**src/fcull_pkg.sv**
```systemverilog
`timescale 1ns / 1ps
// ----------------------------------------------------------------------------
// fcull_pkg
// Shared types and constants of the frustum culling tester.
// ----------------------------------------------------------------------------
package fcull_pkg;

   localparam int PROD_W = 64;   // 32 x 32 signed product
   localparam int ACC_W  = 66;   // plane distance and extent term
   localparam int CMP_W  = 67;   // distance plus or minus extent

   localparam int PLANE_SLOTS = 7;   // plane slots held by the store

   localparam logic [1:0] OP_LOAD       = 2'd0;
   localparam logic [1:0] OP_BOX        = 2'd1;
   localparam logic [1:0] OP_BOX_NO_FAR = 2'd2;
   localparam logic [1:0] OP_SPHERE     = 2'd3;

   localparam logic [1:0] VERDICT_OUTSIDE   = 2'd0;
   localparam logic [1:0] VERDICT_INTERSECT = 2'd1;
   localparam logic [1:0] VERDICT_INSIDE    = 2'd2;

   localparam int          FAR_SLOT      = 5;
   localparam int          SPHERE_PLANES = 6;
   localparam logic [7:0]  MASK_DISABLED = 8'hFF;
   localparam logic [2:0]  COUNT_RESET   = 3'd6;

   typedef struct packed {
      logic signed [31:0] nx;
      logic signed [31:0] ny;
      logic signed [31:0] nz;
      logic signed [31:0] offset;
      logic        [7:0]  mask;
   } plane_type;

   typedef struct packed {
      logic               is_sphere;
      logic signed [31:0] vx;
      logic signed [31:0] vy;
      logic signed [31:0] vz;
      logic        [30:0] hx;
      logic        [30:0] hy;
      logic        [30:0] hz;
   } item_type;

endpackage

```
**src/fcull_plane_store.sv**
```systemverilog
`timescale 1ns / 1ps
// ----------------------------------------------------------------------------
// fcull_plane_store
// Register file of clip planes, one write port, every slot read in parallel.
// ----------------------------------------------------------------------------
module fcull_plane_store import fcull_pkg::*; (
   input  logic      clock,
   input  logic      reset,
   input  logic      wr_en,
   input  logic [2:0] wr_index,
   input  plane_type wr_plane,
   output plane_type planes [PLANE_SLOTS]
);

   plane_type store_ff [PLANE_SLOTS];

   for (genvar i = 0; i < PLANE_SLOTS; i++) begin : g_slot
      always_ff @(posedge clock) begin
         if (reset) begin
            store_ff[i] <= '{nx: '0, ny: '0, nz: '0, offset: '0, mask: MASK_DISABLED};
         end else if (wr_en && (32'(wr_index) == 32'(i))) begin
            store_ff[i] <= wr_plane;
         end
      end
      assign planes[i] = store_ff[i];
   end

endmodule

```
**config.mk**
```make
export PLATFORM = sky130hd
export DESIGN_NAME = fcull_plane_store
export DESIGN_NICKNAME = d
export VERILOG_FILES = /design/src/fcull_pkg.sv /design/src/fcull_plane_store.sv
export SDC_FILE = /design/constraint.sdc
export NUM_CORES = 1
export LEC_CHECK = 0
export ABC_AREA = 1
export BUFFER_PORTS_ARGS = -buffer_cell sky130_fd_sc_hd__buf_2
export CAP_MARGIN = 25
export CORE_AREA = 2 2 428 430
export DETAILED_ROUTE_END_ITERATION = 8
export DIE_AREA = 0 0 430 432
export PLACE_DENSITY_LB_ADDON = 0.25
export SLEW_MARGIN = 20
export SYNTH_ARGS = -nofsm -noshare
export SYNTH_HDL_FRONTEND = slang
export SYNTH_SLANG_ARGS = --single-unit
```
**constraint.sdc**
```tcl
create_clock -name clock -period 19.46 [get_ports clock]
set_input_delay 4.865 -clock clock [delete_from_list [all_inputs] [get_ports clock]]
set_output_delay 4.865 -clock clock [all_outputs]
set_load 0.1 [all_outputs]
```
# Word-level counts from Yosys, hierarchy flattened
# Memory sizes are Yosys's and may differ from the RTL's.
# Index checks and enable logic that the tools add are counted.
# totals
reg_bits,0
latch_bits,0
ramBits,952
mem_bits_ro,0
input_bits,142
out_inout_bits,952
elab_cells,52
mem_count,1
# memory_table
memory,depth,width,rd,rd_clocked_by_memory_dff,write_ports,line_no,rtl
store_ff,7,136,7,0,7,fcull_plane_store.sv:15,plane_type store_ff [PLANE_SLOTS];
# op_classes
n_addsub,0
multipliers,0
div_mod_pow,0
n_lt_le_gt_ge,0
eq_ne,6
n_shift,0
muxes,30
n_bitwise,7
reduce_logical,8
# ops
operator,n
2-to-1 mux 136 bit,7
2-to-1 mux 1 bit,23
"== test 3 bit, second input constant",3
logical AND 1 bit,7
OR 1 bit,7
"== test 3 x 2 -> 1 bit, second input constant",2
"== test 3 x 1 -> 1 bit, second input constant",1
logical NOT 3 bit,1

# Depth between registers and ports, before layout
# logic_depth
word_depth,6
mapped_depth,7
mapped_depth_nobuf,5

# Worst setup path before layout
# OpenSTA, ideal clock, no wires.
# synth_timing
path_type,input -> register
startpoint,input wr_index[2]
endpoint,"memory store_ff[1][0] (netlist bit), enable pin"
t_arrival_ns,14.529
t_required_ns,18.641
path_slack_ns,4.112
cell_stages,3
path_buffers,0
cell_sequence,inv_1 nand2_1 o21ai_0
# synth_lines
element,line_no,rtl
"start, declared",fcull_plane_store.sv:10,"input logic [2:0] wr_index,"
"end, declared",fcull_plane_store.sv:15,

==> results.cfg <==
[grt]
antenna_found_initial = 18
top_usage_layer = met2
gr-usage-all-layers = 0.149
overflow = 0
use_met1 = 0.170
grtUsageMet2 = 0.269
use_met3 = 0.0328
grt_pass1_wl_mm = 191
grt_max_degree = 116
grt_pass1_vias = 22000

[setup_path]
crit_type = input port to flop
crit_path_max_fanout = 44
cp_common_cell = buf_4
cp_slowest_stage_delay_ps = 800
arrival_ps = 7790
critical_path.startpoint_type = input port
worstSetupEndpointType = flop
path_delay_family = buffers and inverters
worstPathRequired_ps = 19820
critical_path_buf_inv_count = 3
critical_path.slowest_cell = nor2_1
cp_cell_sequence = buf_2 -> nor2_1 -> nand2_1 -> nand2_4 -> buf_4 -> buf_4

[route]
avgRoutedWirePerCell_um = 25.0
postRouteAntennaNets = 0
route.detailed.drc = 0
via_per_inst = 3.85
drt-pass1-iter-count = 5
num_vias = 22300
initialDrtViolationCount = 1536
wl_mm = 145

[clocking]
cts_root_buf = clkbuf_16
clock_path_buffers = 3
cts.repair.resized = 0
cts_buffers = 106
cts_tree = built
cts_sinks = 952
htree_num_levels = 3
cts_setup_buffers = 0
path_clk_slew_ps = 60
postCtsHoldBufs = 0

[synth]
yosysWarnings = 0
avgSynthCellArea_um2 = 15.4
ys_ff_latch = 952
ys_seq_area_frac = 0.848
syn_area_um2 = 33700
synthesis.nets = 2324
synth_cell_types = 17
syn_inst = 2182

[final_layout]
final_nets = 3458
syn_to_final_growth_pct = 34.2
top_regs = store_ff x952
layout_commonest_cell = buf_2
final_area_um2 = 45200
largest_reg_flops = 952
mostFrequentLayoutCells = 1093 x buf_2, 952 x edfxtp_1, 902 x nor2_1, 143 x inv_1, 107 x clkbuf_16
top_register = store_ff
drive_gt1_frac = 0.379

[placed_design]
dp_slack_ps = 11260
dp_hpwl_mm = 103
gp_congestion = 0.799
dpl-instance-area_um2 = 41800
port_buffers = 1093

[sta]
tightest_slew_ps = 1000
drv_slew = 0
finalCritPeriodShare = 0.382
slew_headroom = 0.330
setup_slack_ps = 12030
setup-tns-final_ps = 0
post-route-min-period_ps = 7430
finalHoldViolations = 0
rsz0062_at_grt = no
max_freq_mhz = 135
finalSetupViolations = 0

[power]
leakage_nw = 18.3
powerDensity_nw_per_um2 = 127
peakVddDrop_v = 0.0000699
total_power_mw = 5.76

[floorplan]
num_io_pins = 1094
dieWidth_um = 430
rows = 157
dieHeight_um = 432
initial_utilization = 0.185
fp.dieArea_um2 = 186000
design.core.area_um2 = 182000

[run_status]
status = completed

[run]
max-cap-violations = 0

[hold_path]
hp-class = input port to flop
## stage by stage
step,util,hold WS (ps),cells
2_1_floorplan,-,5110,2182
5_1_grt,0.249,4500,5786
6_report,0.249,4530,5790
4_1_cts,0.249,4440,5785
3_5_place_dp,0.230,5280,5593
3_3_place_gp,0.230,5270,5591
## layer usage
metal	routed length [um]	vias to the layer above
li1	-	9712
met3	8820	231
met1	54200	11400
met4	5370	18
met2	76100	902
met5	104	-
## tightest hold or removal path: stages
cell and delay (ps):
buf_2 70, inv_1 100, nor2_1 120
## cells in the mapped netlist
cell type / instances / area [um^2]
nand4_1: 8 / 50.1
nand2_1: 32 / 120
buf_6: 44 / 495
o21ai_0: 5 / 25.0
buf_2: 48 / 240
nor2_4: 1 / 11.3
nor3_1: 2 / 10.0
clkbuf_1: 7 / 26.3
nand2_2: 1 / 6.26
inv_2: 1 / 3.75
nor2_1: 902 / 3390
nand3_2: 1 / 10.0
inv_1: 143 / 537
buf_1: 1 / 3.75
nand3_1: 30 / 150
edfxtp_1: 952 / 28600
buf_4: 4 / 30.0
## report_power, final
group / total, mW / internal [mW] / leakage (nW) / switching [mW]
Sequential: 2.43 / 2.39 / 9.22 / 0.0359
Clock: 1.99 / 1.12 / 1.63 / 0.875
Combinational: 1.34 / 0.108 / 7.45 / 1.23
Total: 5.76 / 3.62 / 18.3 / 2.15
## logic make-up after synthesis
logic type | Yosys count | share of synthesized area
buffers and inverters | 248 | 0.0397
AOI/OAI and AO/OA | 5 | 0.000743
and+or+nand+nor | 977 | 0.111
DFF | 952 | 0.848
## path summary, 6_finish.rpt
| path | from | endpoint | slack, ps | cells past startpoint |
|---|---|---|---|---|
| worst max-delay path | wr_index[1] | store_ff[4][82]$_SDFFCE_PN0P_ | 12030 | 6 |
| worst min-delay path | wr_plane[31] | store_ff[3][31]$_SDFFCE_PN0P_ | 4530 | 3 |
## area by class of cell
type                    instances  area (um^2)
multi-input cells             982         3930
diodes                          5         12.5
fillers                     19200       136000
clock buffers                 130         2760
clock inverters                62          586
inverters                     144          541
flip-flops and latches        952        28600
well taps                    2385         2980
repair buffers               1130         5800
No activity file was read; power rests on OpenSTA's default activity.
